--- src/design/lee_pkg.sv ---
// Package for the line editor: byte codes, message bytes and the beat type.
// No dependencies; used by lee_ctrl and line_editor_echo.
`timescale 1ns / 1ps
`default_nettype none

package lee_pkg;

    localparam logic [7:0] CODE_BS    = 8'd8;
    localparam logic [7:0] CODE_LF    = 8'd10;
    localparam logic [7:0] CODE_CR    = 8'd13;
    localparam logic [7:0] CODE_SPACE = 8'd32;
    localparam logic [7:0] CODE_TILDE = 8'd126;
    localparam logic [7:0] CODE_DEL   = 8'd127;
    localparam logic [7:0] CODE_QUOTE = 8'd39;

    localparam logic [3:0] HEAD_LAST = 4'd12;
    localparam logic [3:0] TAIL_LAST = 4'd1;
    localparam logic [3:0] ERASE_MID = 4'd1;
    localparam logic [3:0] ERASE_LAST = 4'd2;

    typedef struct packed {
        logic       push;
        logic [7:0] data;
        logic       last;
    } beat_t;

    function automatic logic [7:0] head_byte(input logic [3:0] idx);
        logic [7:0] b;
        begin
            case (idx)
                4'd0:    b = CODE_LF;
                4'd1:    b = 8'h59;
                4'd2:    b = 8'h6f;
                4'd3:    b = 8'h75;
                4'd4:    b = CODE_SPACE;
                4'd5:    b = 8'h74;
                4'd6:    b = 8'h79;
                4'd7:    b = 8'h70;
                4'd8:    b = 8'h65;
                4'd9:    b = 8'h64;
                4'd10:   b = 8'h3a;
                4'd11:   b = CODE_SPACE;
                4'd12:   b = CODE_QUOTE;
                default: b = 8'h00;
            endcase
            return b;
        end
    endfunction

    function automatic logic [7:0] tail_byte(input logic [3:0] idx);
        logic [7:0] b;
        begin
            b = (idx == 4'd0) ? CODE_QUOTE : CODE_LF;
            return b;
        end
    endfunction

endpackage

`default_nettype wire

--- src/design/lee_ram.sv ---
// Generic single-write, single-read RAM with registered read data.
// No dependencies.
`timescale 1ns / 1ps
`default_nettype none

module lee_ram #(
    parameter int WIDTH = 8,
    parameter int DEPTH = 32
) (
    input  wire logic                     clk,
    input  wire logic                     we,
    input  wire logic [$clog2(DEPTH)-1:0] waddr,
    input  wire logic [WIDTH-1:0]         wdata,
    input  wire logic [$clog2(DEPTH)-1:0] raddr,
    output logic      [WIDTH-1:0]         rdata
);

    logic [WIDTH-1:0] mem [DEPTH];

    always_ff @(posedge clk)
    begin
        if (we)
        begin
            mem[waddr] <= wdata;
        end
        rdata <= mem[raddr];
    end

endmodule

`default_nettype wire

--- src/design/lee_ctrl.sv ---
// Sequencer of the line editor: decodes a received byte, keeps the fill count
// and steps out the echo beats one at a time. Depends on lee_pkg.
`timescale 1ns / 1ps
`default_nettype none

module lee_ctrl
    import lee_pkg::*;
#(
    parameter int LINE_CAPACITY = 32
) (
    input  wire logic                             clk,
    input  wire logic                             rst_n,
    input  wire logic                             in_valid,
    output logic                                  in_ready,
    input  wire logic [7:0]                       rx_byte,
    input  wire logic                             slot_free,
    output beat_t                                 beat,
    output logic                                  ram_we,
    output logic      [$clog2(LINE_CAPACITY)-1:0] ram_waddr,
    output logic      [7:0]                       ram_wdata,
    output logic      [$clog2(LINE_CAPACITY)-1:0] ram_raddr,
    input  wire logic [7:0]                       ram_rdata
);

    localparam int FW = $clog2(LINE_CAPACITY);
    localparam logic [FW-1:0] FULL_LEVEL = FW'(LINE_CAPACITY - 1);

    localparam logic [2:0] ST_IDLE  = 3'd0;
    localparam logic [2:0] ST_ERASE = 3'd1;
    localparam logic [2:0] ST_PRINT = 3'd2;
    localparam logic [2:0] ST_HEAD  = 3'd3;
    localparam logic [2:0] ST_BODY  = 3'd4;
    localparam logic [2:0] ST_TAIL  = 3'd5;

    logic [2:0]    state_reg, state_next;
    logic [3:0]    cnt_reg, cnt_next;
    logic [FW-1:0] bidx_reg, bidx_next;
    logic [FW-1:0] fill_reg, fill_next;
    logic [7:0]    char_reg, char_next;
    logic [FW-1:0] last_idx;
    logic          accept;
    logic          is_back, is_print, is_enter, not_empty, full;

    assign in_ready  = (state_reg == ST_IDLE);
    assign accept    = in_valid && in_ready;
    assign is_back   = (rx_byte == CODE_BS) || (rx_byte == CODE_DEL);
    assign is_enter  = (rx_byte == CODE_LF) || (rx_byte == CODE_CR);
    assign is_print  = (rx_byte >= CODE_SPACE) && (rx_byte <= CODE_TILDE);
    assign not_empty = (fill_reg != '0);
    assign full      = (fill_reg >= FULL_LEVEL);
    assign last_idx  = fill_reg - FW'(1);

    assign ram_we    = accept && is_print && !(is_back && not_empty) && !full;
    assign ram_waddr = fill_reg;
    assign ram_wdata = rx_byte;
    assign ram_raddr = bidx_next;

    always_comb
    begin
        state_next = state_reg;
        cnt_next   = cnt_reg;
        bidx_next  = bidx_reg;
        fill_next  = fill_reg;
        char_next  = char_reg;
        beat       = '0;
        unique case (state_reg)
            ST_IDLE:
            begin
                if (accept)
                begin
                    char_next = rx_byte;
                    cnt_next  = '0;
                    bidx_next = '0;
                    if (is_back && not_empty)
                    begin
                        fill_next  = fill_reg - FW'(1);
                        state_next = ST_ERASE;
                    end
                    else if (is_print && !full)
                    begin
                        fill_next  = fill_reg + FW'(1);
                        state_next = ST_PRINT;
                    end
                    else if ((is_enter && not_empty) || full)
                    begin
                        state_next = ST_HEAD;
                    end
                end
            end
            ST_ERASE:
            begin
                if (slot_free)
                begin
                    beat.push = 1'b1;
                    beat.data = (cnt_reg == ERASE_MID) ? CODE_SPACE : CODE_BS;
                    beat.last = (cnt_reg == ERASE_LAST);
                    cnt_next  = cnt_reg + 4'd1;
                    if (cnt_reg == ERASE_LAST)
                    begin
                        state_next = ST_IDLE;
                    end
                end
            end
            ST_PRINT:
            begin
                if (slot_free)
                begin
                    beat.push  = 1'b1;
                    beat.data  = char_reg;
                    beat.last  = 1'b1;
                    state_next = ST_IDLE;
                end
            end
            ST_HEAD:
            begin
                if (slot_free)
                begin
                    beat.push = 1'b1;
                    beat.data = head_byte(cnt_reg);
                    cnt_next  = cnt_reg + 4'd1;
                    if (cnt_reg == HEAD_LAST)
                    begin
                        cnt_next   = '0;
                        state_next = ST_BODY;
                    end
                end
            end
            ST_BODY:
            begin
                if (slot_free)
                begin
                    beat.push = 1'b1;
                    beat.data = ram_rdata;
                    bidx_next = bidx_reg + FW'(1);
                    if (bidx_reg == last_idx)
                    begin
                        bidx_next  = '0;
                        state_next = ST_TAIL;
                    end
                end
            end
            ST_TAIL:
            begin
                if (slot_free)
                begin
                    beat.push = 1'b1;
                    beat.data = tail_byte(cnt_reg);
                    beat.last = (cnt_reg == TAIL_LAST);
                    cnt_next  = cnt_reg + 4'd1;
                    if (cnt_reg == TAIL_LAST)
                    begin
                        fill_next  = '0;
                        state_next = ST_IDLE;
                    end
                end
            end
            default:
            begin
                state_next = ST_IDLE;
            end
        endcase
    end

    always_ff @(posedge clk or negedge rst_n)
    begin
        if (!rst_n)
        begin
            state_reg <= ST_IDLE;
            cnt_reg   <= '0;
            bidx_reg  <= '0;
            fill_reg  <= '0;
        end
        else
        begin
            state_reg <= state_next;
            cnt_reg   <= cnt_next;
            bidx_reg  <= bidx_next;
            fill_reg  <= fill_next;
        end
    end

    always_ff @(posedge clk)
    begin
        char_reg <= char_next;
    end

`ifndef SYNTHESIS
    a_push_needs_slot: assert property (@(posedge clk) disable iff (!rst_n)
        beat.push |-> slot_free)
        else $error("beat pushed into occupied output slot");

    a_fill_in_range: assert property (@(posedge clk) disable iff (!rst_n)
        fill_reg <= FULL_LEVEL)
        else $error("fill count beyond line capacity");

    a_flush_clears: assert property (@(posedge clk) disable iff (!rst_n)
        (state_reg == ST_TAIL && beat.push && beat.last) |=> (fill_reg == '0))
        else $error("line not cleared after flush");

    a_busy_during_run: assert property (@(posedge clk) disable iff (!rst_n)
        (beat.push && !beat.last) |=> !in_ready)
        else $error("input taken before run finished");
`endif

endmodule

`default_nettype wire

--- src/design/line_editor_echo.sv ---
// Top level of the terminal line editor with echo: sequencer, line store RAM
// and output register. Depends on lee_pkg, lee_ctrl and lee_ram.
//
// One received byte is taken while the block is idle; in_ready then stays low
// until every echo beat of that byte has been handed to the output register.
// The sequencer emits at most one beat per cycle. The line store is read one
// character per cycle through its registered read port while the output slot
// is free. No clearing pass runs after reset.
`timescale 1ns / 1ps
`default_nettype none

module line_editor_echo
    import lee_pkg::*;
#(
    parameter int LINE_CAPACITY = 32
) (
    input  wire logic       clk,
    input  wire logic       rst_n,
    input  wire logic       in_valid,
    output logic            in_ready,
    input  wire logic [7:0] rx_byte,
    output logic            out_valid,
    input  wire logic       out_ready,
    output logic      [7:0] echo_byte,
    output logic            last_of_run
);

    localparam int AW = $clog2(LINE_CAPACITY);

    beat_t         beat;
    logic          slot_free;
    logic          ram_we;
    logic [AW-1:0] ram_waddr;
    logic [7:0]    ram_wdata;
    logic [AW-1:0] ram_raddr;
    logic [7:0]    ram_rdata;

    logic          out_valid_reg, out_valid_next;
    logic [7:0]    echo_reg, echo_next;
    logic          last_reg, last_next;

    assign slot_free = !out_valid_reg || out_ready;

    lee_ctrl #(
        .LINE_CAPACITY (LINE_CAPACITY)
    ) u_ctrl (
        .clk       (clk),
        .rst_n     (rst_n),
        .in_valid  (in_valid),
        .in_ready  (in_ready),
        .rx_byte   (rx_byte),
        .slot_free (slot_free),
        .beat      (beat),
        .ram_we    (ram_we),
        .ram_waddr (ram_waddr),
        .ram_wdata (ram_wdata),
        .ram_raddr (ram_raddr),
        .ram_rdata (ram_rdata)
    );

    lee_ram #(
        .WIDTH (8),
        .DEPTH (LINE_CAPACITY)
    ) u_line_store (
        .clk   (clk),
        .we    (ram_we),
        .waddr (ram_waddr),
        .wdata (ram_wdata),
        .raddr (ram_raddr),
        .rdata (ram_rdata)
    );

    always_comb
    begin
        out_valid_next = out_valid_reg;
        echo_next      = echo_reg;
        last_next      = last_reg;
        if (beat.push)
        begin
            out_valid_next = 1'b1;
            echo_next      = beat.data;
            last_next      = beat.last;
        end
        else if (out_ready)
        begin
            out_valid_next = 1'b0;
        end
    end

    // hold the beat until the far side takes it
    always_ff @(posedge clk or negedge rst_n)
    begin
        if (!rst_n)
        begin
            out_valid_reg <= 1'b0;
        end
        else
        begin
            out_valid_reg <= out_valid_next;
        end
    end

    always_ff @(posedge clk)
    begin
        echo_reg <= echo_next;
        last_reg <= last_next;
    end

    assign out_valid   = out_valid_reg;
    assign echo_byte   = echo_reg;
    assign last_of_run = last_reg;

endmodule

`default_nettype wire
--- config.mk ---
export PLATFORM = sky130hd
export DESIGN_NAME = line_editor_echo
export DESIGN_NICKNAME = d
export VERILOG_FILES = /design/src/design/lee_pkg.sv /design/src/design/lee_ram.sv /design/src/design/lee_ctrl.sv /design/src/design/line_editor_echo.sv
export SDC_FILE = /design/constraint.sdc
export NUM_CORES = 1
export LEC_CHECK = 0
export ABC_AREA = 1
export ABC_CLOCK_PERIOD_IN_PS = 2700
export BUFFER_PORTS_ARGS = -buffer_cell sky130_fd_sc_hd__buf_4
export CAP_MARGIN = 10
export CELL_PAD_IN_SITES_DETAIL_PLACEMENT = 0
export CELL_PAD_IN_SITES_GLOBAL_PLACEMENT = 2
export CORE_MARGIN = 2
export CORE_UTILIZATION = 29
export CTS_CLUSTER_DIAMETER = 120
export DETAILED_ROUTE_END_ITERATION = 10
export PLACE_DENSITY_LB_ADDON = 0.1
export SLEW_MARGIN = 40
export SYNTH_ARGS = -nofsm -noshare
export SYNTH_HDL_FRONTEND = slang
export SYNTH_SLANG_ARGS = --single-unit
--- constraint.sdc ---
create_clock -name clk -period 2.7 [get_ports clk]
set_clock_uncertainty 0.2 [all_clocks]
set_input_delay 0.54 -clock clk [delete_from_list [all_inputs] [get_ports clk]]
set_output_delay 0.54 -clock clk [all_outputs]
set_load 0.02 [all_outputs]
==> impl_results.md, run 1 <==
- Worst Setup EP: u_line_store.rdata[4]$_DFF_P_
- Critical path class: flop to flop
- Biggest register: u_line_store.mem
- Setup crit start kind: flop
- Failing checks: setup timing
- CTS tree: yes
- WL final: around 45 mm
- Minimum clock period: 2.74 ns
- Routed via count: between 10k and 15k
- Post-synth ARST share: 6.02%
- Yosys cell types: 38
- Area Overhead vs Synth: 28.6%
- Mux contribution to synthesized area: 0%
- Post-Synthesis Cell Area: 13,800 sq um
- Status: complete, but fails checks
- R2R setup slack: -0.04 ns
- CTS Root Buffer Type: clkbuf_16
- Post-synth EDFFs: 273
- GRT overflow: 0
- Worst setup margin: -0.0393 ns
- Wire length per cell: 20.8 um
- Average size of a mapped cell: 10.2 sq um
- First-pass GRT wire length: 67.5 mm
- Pwr dens: 910 nW/um^2
- Compound-cell area share of the yosys netlist: 2.65%
- Clock Sinks: ~300
- Critical-path cell list: inv_2, ha_4, buf_6, nand3_1, nand3_1, nand2_2, nand3_4, buf_6, nand2_1, o21ai_4, buf_4, nand3_1, nand3_1, nand3_1, nand2_2, nand2_2, nand2_1
- Core Box Area: around 47,000 sq um
- GP Congestion: 0.774
- Htree depth: 2
- I/O Pins: 23
- Mapped Cells: 1,360
- Worst endpoint required time: 3.00 ns
- RSZ-0062 raised after global routing: yes
- Least-Margin Pin Slew: 0.554 ns
- Crit-path max cell delay: around 0.4 ns
- Die H: 222 um
- CTS Buf Count: 38
- Seq. cell area: 8810 sq um
- Pre-antenna DRT Iters: 5
- Initial drt markers: 649
- Initial antenna violation count: 2
- Worst R2R Start: u_ctrl.ram_waddr[1]$_DFFE_PN0P_
- Hold Vio Cnt, Final: 0
- Type of the most critical hold path: input pin to flop
- Tcrit/Tclk final: 101%
- Leakage power: ~7.4 nW
- FF+latch count, synth: 299
- Die width: approximately 220 um
- Fin util: 37.5%
- CP max FO: 18
- Max clock buf depth: 3
- Port Buf Inserts: 22
- Via density: ~4.7
- Synth Area in Adders: between 1 and 1.5%
- Rows: 80
- Worst path slowest cell: dfrtp_1
- Antenna-violating nets left: 0
- Largest net degree at the start of global routing: 56
- Simple-Gate Fraction of Synth Area: about a quarter
- Tot Pwr: 16.2 mW
- Synth Area in XOR/XNOR: 0.443%
- Largest family of logic cells by synthesized area: simple AND/OR/NAND/NOR gates
- Commonest non-fill, non-tap cell in the layout: nand2_1
- Total of max-cap violations: 0
- # fillers: 4,785
- Post-route insts no fill: 2,176
- Crit. Startpoint: u_ctrl.ram_waddr[1]$_DFFE_PN0P_
- Max-Slew Margin vs Limit: 63.1%
- Largest register FFs: ~260
- Setup crit end kind: flop
- Vias in the first global route: a little over 10k
- Cells after DPL: 2,072
- R2r endpoint: u_line_store.rdata[4]$_DFF_P_
- Most used DFF post-synth: edfxtp_1
- DP HPWL: 29.2 mm
- Placement Cell Area: 15,700 sq um
- Final setup viols: 3
- Design Area, Final: 17,800 sq um
- Highest Clock Rate: 365 MHz
- Worst hold margin: 0.0346 ns
- Die area: a little under 50,000 sq um
- Synth Net Count: 1,384
- Remaining DRCs: 0
- Pins Over Slew Limit: 0
- Worst EP arrival: 3.04 ns
- Multi-input logic area: between 4000 and 5000 sq um
- Ys Warns: 0
- CTS clk-pin slew, worst paths: 0.06 ns
- GR Util All Layers: 18.6%
- Commonest non-fill, non-tap cells in the layout: nand2_1 (308), edfxtp_1 (273), nand3_1 (259)
- Worst skew pair latency: between 0.5 and 0.6 ns
- Share of post-route cells with drive strength above 1: 22.5%
- Reg2Reg Depth: 17
- Starting Density: 29.2%
- Max VDD drop: 0.349 mV
- Seq/Total Area, Yosys: around 64%
- CP dominant cell by count: nand3_1
- Layout Nets: 1,557
- Hold_sp: rx_byte[3]
-- worst max-delay path, delay by kind of cell (launching register included) --
| kind | cells | cell delay, ns |
|---|---|---|
| and+or+nand+nor | 11 | 1.15 |
| buffers and inverters | 4 | 0.65 |
| DFF | 1 | 0.39 |
| adders and majority gates | 1 | 0.16 |
| AOI/OAI and AO/OA | 1 | 0.12 |
-- report_power, final --
group,switching [mW],total (mW),internal [mW]
clock network,1.96,4.87,2.91
logic,3.41,5.76,2.35
registers,0.176,5.56,5.39
-- metrics by stage --
| stage | worst slack [ns] | setup TNS [ns] |
|---|---|---|
| CTS | -0.0523 | -0.169 |
| detailed placement | -0.256 | -10.05 |
| finish | -0.0393 | -0.0539 |
| floorplan | 0.196 | 0 |
| global placement | -0.279 | -8.19 |
| global route | -0.213 | -1.45 |
-- synthesized netlist by cell type (2+ instances only) --
| library cell | count | share of area (%) |
|---|---|---|
| a22oi_1 | 5 | 0.27 |
| nor2_4 | 2 | 0.16 |
| nand2_1 | 328 | 8.9 |
| o21ai_0 | 15 | 0.54 |
| buf_2 | 43 | 1.6 |
| nand3_1 | 303 | 11 |
| o2111ai_1 | 5 | 0.32 |
| a21oi_4 | 2 | 0.24 |
| xnor2_1 | 2 | 0.13 |
| nand2_2 | 4 | 0.18 |
| a21oi_1 | 13 | 0.47 |
| dfxtp_1 | 8 | 1.2 |
| xor2_1 | 5 | 0.32 |
| buf_4 | 6 | 0.33 |
| dfrtp_1 | 18 | 3.3 |
| nor2_2 | 3 | 0.14 |
| nor3_1 | 6 | 0.22 |
| o21ai_2 | 2 | 0.13 |
| inv_1 | 167 | 4.5 |
| edfxtp_1 | 273 | 59 |
| nor2_1 | 64 | 1.7 |
| nand4_1 | 2 | 0.090 |
| clkbuf_1 | 3 | 0.081 |
| ha_1 | 12 | 1.1 |
| inv_2 | 8 | 0.22 |
| o211ai_1 | 3 | 0.16 |
| nand3b_1 | 32 | 1.7 |
| o22ai_1 | 3 | 0.14 |
| buf_6 | 14 | 1.1 |
-- kinds of logic after synthesis --
group           count (synthesis)
compound gates                 55
xor+xnor                        7
fa+ha+maj                      12
buf+inv                       242
flops                         299
simple gates                  745
-- layout make-up --
cell class	count	share of cell area [%]
Sequential cell	299	49.5
Antenna cell	2	0.0281
Timing Repair Buffer	199	11.3
Clock buffer	47	5.65
Clock inverter	19	0.914
Inverter	176	3.74
Multi-Input combinational cell	819	24.6
Tap cell	615	4.33
-- worst min path at each step --
stage,cells after the start,end
2_1_floorplan,0,out_valid$_DFFE_PN0P_
3_3_place_gp,1,u_ctrl.cnt_reg[0]$_DFFE_PN0P_
3_5_place_dp,1,u_ctrl.cnt_reg[0]$_DFFE_PN0P_
4_1_cts,1,u_line_store.mem[30][3]$_DFFE_PP_
5_1_grt,1,u_line_store.mem[30][3]$_DFFE_PP_
6_report,1,u_line_store.mem[30][3]$_DFFE_PP_
-- per-layer routing --
layer / global-route usage [%] / vias up / share of wire, %
met3: 3.12 / 66 / 3.0
met5: 0 / - / 0
met2: 31.0 / 163 / 49
met1: 24.6 / 4938 / 46
li1: - / 4968 / -
met4: 6.41 / 0 / 2.3
-- repair_timing --
item / in CTS / in global routing
resized for setup: 88 / 42
endpoints found under the hold margin: 18 / 0
setup endpoints to repair: 266 / 270
pin swaps: 34 / 14
buffers inserted: 31 / 0
cloned: 5 / 1
hold buffers: 1 / 0
No activity file was read; power rests on OpenSTA's default activity.
==> run 2, diff against run 1 <==
SYNTH_HIERARCHICAL = 1   (was not set)
==> impl_results.md, run 2 <==
- Final setup viols: 20 (+17)
- CTS clk-pin slew, worst paths: 0.06 ns (about the same)
- Die area: 47,500 sq um (-4.1%)
- Max VDD drop: 0.436 mV (+25%)
- Worst setup margin: -0.102 ns (-0.0628 ns)
- Crit-path max cell delay: 0.37 ns (-0.02 ns)
- Pre-antenna DRT Iters: 4 (-1)
- Die H: 218 um (-2.0%)
- Wire length per cell: 20.8 um (-0.23%)
- Clock Sinks: 299 (unchanged)
- Yosys top cell by area: edfxtp_1
- Die width: 218 um (-2.0%)
- RSZ-0062 raised after global routing: yes
- # fillers: 4,424 (-7.5%)
- Biggest register: u_line_store/mem
- Post-route insts no fill: 2,057 (-5.5%)
- Pwr dens: 1090 nW/um^2 (+20%)
- Commonest non-fill, non-tap cell in the layout: nand2_1
- Worst skew pair latency: 0.55 ns (about the same)
- Worst endpoint required time: 2.93 ns (-0.07 ns)
- Worst EP arrival: 3.04 ns (about the same)
- Setup crit start kind: flop
- CP dominant cell by count: nand2_2
- Max clock buf depth: 3 (unchanged)
- Initial drt markers: 562 (-13%)
- Commonest non-fill, non-tap cells in the layout: nand2_1 (351), edfxtp_1 (273), nand3_1 (146)
- Leakage power: 7.06 nW (-4.1%)
- Via density: 4.62 (-0.77%)
- Largest register FFs: 256 (unchanged)
- GR Util All Layers: 18.3% (-0.29 points)
- Pins Over Slew Limit: 0 (unchanged)
- Initial antenna violation count: 0 (-2)
- Area Overhead vs Synth: 38.0%
- DP HPWL: 26.0 mm (-11%)
- WL final: 42.7 mm (-5.7%)
- Dominant cells by area after synthesis: edfxtp_1 (62%), nand2_1 (13%), nand3_1 (8.8%)
- Cells after DPL: 1,948 (-6.0%)
- Average size of a mapped cell: 10.6 sq um (+4.3%)
- Max-Slew Margin vs Limit: 65.5% (+2.4 points)
- Most used DFF post-synth: edfxtp_1
- CTS Buf Count: 37 (-2.6%)
- FF+latch count, synth: 299 (unchanged)
- Post-synth EDFFs: 273 (unchanged)
- CTS Root Buffer Type: clkbuf_16
- Share of post-route cells with drive strength above 1: 35.2% (+13 points)
- Seq/Total Area, Yosys: 66.4% (+2.7 points)
- Htree depth: 2 (unchanged)
- Largest net degree at the start of global routing: 37 (-34%)
- Yosys cell types: 39 (+2.6%)
- Layout Nets: 1,449 (-6.9%)
- Minimum clock period: 2.80 ns (+0.0628 ns)
- Failing checks: setup timing
- Vias in the first global route: 9,805 (-4.7%)
- Setup TNS: -0.637 ns (-0.583 ns)
- Hold Vio Cnt, Final: 0 (unchanged)
- GP Congestion: 0.771 (-0.43%)
- I/O Pins: 23 (unchanged)
- Post-synth top cells: nand2_1 (445), edfxtp_1 (273), nand3_1 (233)
- Fin util: 40.4% (+2.9 points)
- Post-Synthesis Cell Area: 13,300 sq um (-4.1%)
- Status: complete, but fails checks
- Port Buf Inserts: 22 (unchanged)
- Total of max-cap violations: 0 (unchanged)
- Critical path class: flop to flop
- Type of the most critical hold path: input pin to flop
- Most common cell in the synthesized netlist: nand2_1
- Mapped Cells: 1,250 (-8.1%)
- CP max FO: 8 (-10)
- Synth Net Count: 1,271 (-8.2%)
- Ys Warns: 6 (+6)
- Post-synth ARST share: 6.02% (unchanged)
- Highest Clock Rate: 357 MHz (-2.2%)
- Worst hold margin: 0.201 ns (+0.166 ns)
- Antenna-violating nets left: 0 (unchanged)
- Routed via count: 9,507 (-6.2%)
- Core Box Area: 45,300 sq um (-4.6%)
- GRT overflow: 0 (unchanged)
- Design Area, Final: 18,300 sq um (+2.9%)
- First-pass GRT wire length: 63.6 mm (-5.8%)
- CTS tree: yes
- Least-Margin Pin Slew: 0.517 ns (-0.0365 ns)
- Placement Cell Area: 15,100 sq um (-4.0%)
- Tcrit/Tclk final: 104% (+2.3 points)
- Critical-path cell list: inv_2, ha_4, buf_6, nand2_4, nand3_2, nand2_2, nor2_4, nand4_4, nand2_2, a22oi_2, buf_12, clkinv_16, bufbuf_16, nand2_1, nand3_1, nand3_2, nand2_2, nand2_2, nand2_1, nand2_2, nand2_2
- Rows: 78 (-2.5%)
- Setup crit end kind: flop
- Starting Density: 29.3% (+0.13 points)
- Remaining DRCs: 0 (unchanged)
- Post-synth top area share: 61.8% (+2.6 points)
- Worst path slowest cell: dfrtp_1
==> run 2: changes by cell type in the layout (fill, tap and decap cells not counted), sizes merged, moves of 5 or more <==
cell / delta
inv: -119
nor2: +6
nand2: +122
nand3b: -32
a21oi: -5
nand3: -69
==> run 2: power by group <==
group | internal (mW) | switching [mW]
combinational | 3.98 | 5.35
sequential | 5.41 | 0.211
clock | 3.12 | 1.94
==> run 2: final timing paths <==
kind / start / slack [ns] / to / depth (start not counted)
worst max-delay path: u_ctrl/ram_waddr[1]$_DFFE_PN0P_ / -0.10 / u_line_store/rdata[2]$_DFF_P_ / 21
worst min-delay path: out_ready / 0.20 / out_valid$_DFFE_PN0P_ / 5
worst max register to register: u_ctrl/ram_waddr[1]$_DFFE_PN0P_ / -0.10 / u_line_store/rdata[2]$_DFF_P_ / 21
worst min register to register: u_ctrl/char_reg[2]$_DFFE_PP_ / 0.35 / echo_byte[2]$_DFFE_PP_ / 2
max in group asynchronous: rst_n / 1.83 / u_ctrl/ram_waddr[3]$_DFFE_PN0P_ / 2
min in group asynchronous: rst_n / 0.22 / u_ctrl/cnt_reg[2]$_DFFE_PN0P_ / 2
==> run 2: stage by stage <==
stage / total power, mW / setup WS, ns
3_5_place_dp: 12.6 / -0.389
5_1_grt: 21.2 / -0.254
2_1_floorplan: 9.79 / 0.0237
4_1_cts: 19.5 / -0.0609
6_report: 20.0 / -0.102
3_3_place_gp: 12.6 / -0.360
==> run 2: cell type report <==
type	instances	area [sq um]	area share [%]
timing repair buffer	202	2450	13.4
tap	600	751	4.10
antenna	1	2.50	0.0137
clock inverter	23	233	1.27
clock buffer	44	1000	5.49
sequential	299	8810	48.1
inverter	58	249	1.36
multi-input combinational	830	4800	26.2
==> run 2: critical path: cells and delay by family, from the launching register on <==
kind            cells  cell delay, ns
compound gates      1            0.18
fa+ha+maj           1            0.17
buf+inv             5            0.76
flops               1            0.37
simple gates       14            0.99
==> run 2: per-layer routing <==
layer,vias up,global-route usage [%],wire length [um]
met3,53,2.48,1220
met4,0,4.97,814
met1,4690,24.5,19700
met5,-,0,0
met2,115,31.2,20900
li1,4649,-,-
==> run 2: logic make-up (layout without fill, tap and decap cells) <==
kind of cell,Yosys count,count (layout),synth area share (%)
AND/OR/NAND/NOR,776,776,25.3
flip-flops,299,299,66.4
buffers and inverters,121,327,5.41
AO/OA/AOI/OAI,43,43,1.93
adder cells (fa/ha/maj),9,9,0.849
XOR/XNOR,2,2,0.132
other,0,1,0
==> run 2: what timing repair did <==
item	in CTS	in global routing
hold buffers	1	0
resized for setup	239	119
setup buffers	27	3
pin swaps	48	48
endpoints found under the hold margin	18	0
setup endpoints to repair	264	264
gates cloned	9	4
==> run 3, diff against run 2 <==
ABC_CLOCK_PERIOD_IN_PS = 2330   (was 2700)
CORE_ASPECT_RATIO = 0.6   (was not set)
clock period = 2.33 ns   (was 2.7 ns; I/O delays follow)
==> impl_results.md, run 3 (synthesized netlist as in run 2, its figures left out) <==
- Antenna-violating nets left: 0 (unchanged)
- Htree depth: 1 (-1)
- Pwr dens: 1260 nW/um^2 (+15%)
- Fin util: 40.0% (-0.40 points)
- GP Congestion: 0.789 (+2.3%)
- CTS tree: yes
- Pins Over Slew Limit: 0 (unchanged)
- DP HPWL: 28.8 mm (+11%)
- GR Util All Layers: 19.0% (+0.62 points)
- Minimum clock period: 2.83 ns (+0.0300 ns)
- Largest net degree at the start of global routing: 51 (+38%)
- WL final: 47.3 mm (+11%)
- Wire length per cell: 23.0 um (+11%)
- Worst R2R Start: u_ctrl/ram_waddr[0]$_DFFE_PN0P_
- I/O Pins: 23 (unchanged)
- Leakage power: 6.91 nW (-2.1%)
- Internal Power: 13.6 mW (+8.5%)
- Die area: 47,500 sq um (+0.12%)
- Worst EP arrival: 3.11 ns (+0.07 ns)
- Crit. Startpoint: u_ctrl/ram_waddr[0]$_DFFE_PN0P_
- Hold_sp: rx_byte[5]
- Status: complete, but fails checks
- Worst setup margin: -0.502 ns (-0.400 ns)
- Met3 usage: 2.67% (+0.19 points)
- Layout Nets: 1,460 (+0.76%)
- Tcrit/Tclk final: 122% (+18 points)
- Switching share of power: 40.2% (+2.7 points)
- Pre-antenna DRT Iters: 5 (+1)
- Grt peak-use layer: met1
- Via density: 4.82 (+4.4%)
- Clock Sinks: 299 (unchanged)
- Highest Clock Rate: 353 MHz (-1.1%)
- Dpl ws: -0.676 ns (-0.287 ns)
- Remaining DRCs: 0 (unchanged)
- Grt met1 use: 32.7% (+8.2 points)
- Largest register FFs: 256 (unchanged)
- Initial drt markers: 892 (+59%)
- Port Buf Inserts: 22 (unchanged)
- Biggest register: u_line_store/mem
- Vias in the first global route: 9,109 (-7.1%)
- Core Box Area: 45,000 sq um (-0.70%)
- CTS Buf Count: 31 (-16%)
- Commonest non-fill, non-tap cells in the layout: nand2_1 (361), edfxtp_1 (273), nand3_1 (157)
- Die width: 280 um (+29%)
- Final setup viols: 267 (+1200%)
- Critical path class: flop to flop
- Die H: 170 um (-22%)
- Share of post-route cells with drive strength above 1: 34.9% (-0.37 points)
- Clock power share: 21.3% (-4.0 points)
- Routed via count: 9,905 (+4.2%)
- Max-Slew Margin vs Limit: 61.6% (-3.9 points)
- # fillers: 4,349 (-1.7%)
- GRT overflow: 0 (unchanged)
- Starting Density: 29.5% (+0.21 points)
- Rows: 60 (-23%)
- Area Overhead vs Synth: 35.7%
- Reg power frac: 28.6% (+0.5 points)
- RSZ-0062 raised after global routing: yes
- NetSw: 9.11 mW (+21%)
- Initial antenna violation count: 2 (+2)
- Type of the most critical hold path: input pin to flop
- CTS clk-pin slew, worst paths: 0.07 ns (about the same)
- Total of max-cap violations: 0 (unchanged)
- Combinational power share: 50.0% (+3.4 points)
- CTS Root Buffer Type: clkbuf_16
- Setup crit start kind: flop
- Failing checks: setup timing
- CP max FO: 8 (unchanged)
- First-pass GRT wire length: 65.1 mm (+2.4%)
- Met2 Usage GRT: 24.6% (-6.7 points)
- Max VDD drop: 0.563 mV (+29%)
- Commonest non-fill, non-tap cell in the layout: nand2_1
- Setup crit end kind: flop
- Max clock buf depth: 3 (unchanged)
- Worst endpoint required time: 2.61 ns (-0.32 ns)
- Least-Margin Pin Slew: 0.574 ns (+0.0570 ns)
- Hold Vio Cnt, Final: 0 (unchanged)
- Worst skew pair latency: 0.59 ns (+0.04 ns)
## run 3: changes by cell type in the layout (fill, tap and decap cells not counted), moves of 6 or more
cell	delta
nand3_2	-8
buf_4	+29
nor2_2	-7
nand2_1	+10
buf_8	+6
nand3_1	+11
nor2_4	+10
buf_6	-18
nand2_4	-14
## run 3: repair_timing
item | CTS | global route
pin swaps | 12 | 82
gates resized for setup | 86 | 240
endpoints found under the hold margin | 18 | 0
setup endpoints to repair | 266 | 272
buffers inserted | 6 | 21
cloned | 8 | 12
hold buffers | 1 | 0
## run 3: metrics by stage
stage          setup TNS, ns  area, sq um  hold slack (ns)  power, mW  cells
3_3_place_gp         -120.25        15100            0.186       14.7   1948
6_report              -45.19        18000            0.112       22.7   2053
4_1_cts               -99.12        16700           0.0816       20.5   2020
3_5_place_dp         -122.38        15100            0.186       14.6   1948
2_1_floorplan         -64.98        13400          -0.0296       11.5   1250
5_1_grt               -77.67        18000           0.0822       23.9   2052
## run 3: worst max-delay path: stages, from the launching register on
cell and delay [ns]:
dfrtp_2 0.41, inv_2 0.08, ha_4 0.21, nor2_2 0.11
nor2_2 0.04, nand2_2 0.08, nor2_4 0.05, nand4_4 0.08
nand2_2 0.06, a22oi_2 0.18, buf_6 0.24, clkinv_8 0.10
buf_12 0.15, clkbuf_16 0.16, nand2_1 0.08, nand3_2 0.09
nand3_1 0.10, nand2_2 0.08, nand2_1 0.07, nand2_1 0.05
nand2_1 0.05, nand2_1 0.04
## run 3: path summary, 6_finish.rpt
path                                                     end  slack (ns)  cells after the start
max in group asynchronous    u_ctrl/ram_waddr[2]$_DFFE_PN0P_        1.52                      2
setup / recovery               u_line_store/rdata[0]$_DFF_P_       -0.50                     21
hold reg to reg                       echo_byte[2]$_DFFE_PP_        0.34                      2
setup reg to reg               u_line_store/rdata[0]$_DFF_P_       -0.50                     21
min in group asynchronous      u_ctrl/cnt_reg[0]$_DFFE_PN0P_        0.12                      2
hold / removal             u_line_store/mem[30][5]$_DFFE_PP_        0.11                      2
## run 3: routing by layer
metal | up-vias | routed length (um)
li1 | 4673 | -
met1 | 4981 | 26600
met2 | 216 | 17800
met3 | 33 | 2410
met4 | 2 | 414
met5 | - | 112
## run 3: power by group through the flow
stage	logic, mW	registers [mW]	clock network [mW]
finish	11.3	6.50	4.84
global route	12.2	6.53	5.18
global placement	8.11	6.61	0
floorplan	4.86	6.67	0
CTS	9.00	6.49	4.97
detailed placement	8.00	6.60	0
## run 3: layout make-up
class                           instances  area, sq um  area share [%]
Multi-Input combinational cell        830         4700            26.1
Sequential cell                       299         8810            49.0
Timing Repair inverter                  1         16.3          0.0904
Clock inverter                         21          155           0.862
Tap cell                              589          737            4.10
Timing Repair Buffer                  218         2540            14.1
Inverter                               58          235            1.31
Clock buffer                           36          795            4.42
Antenna cell                            1         2.50          0.0139
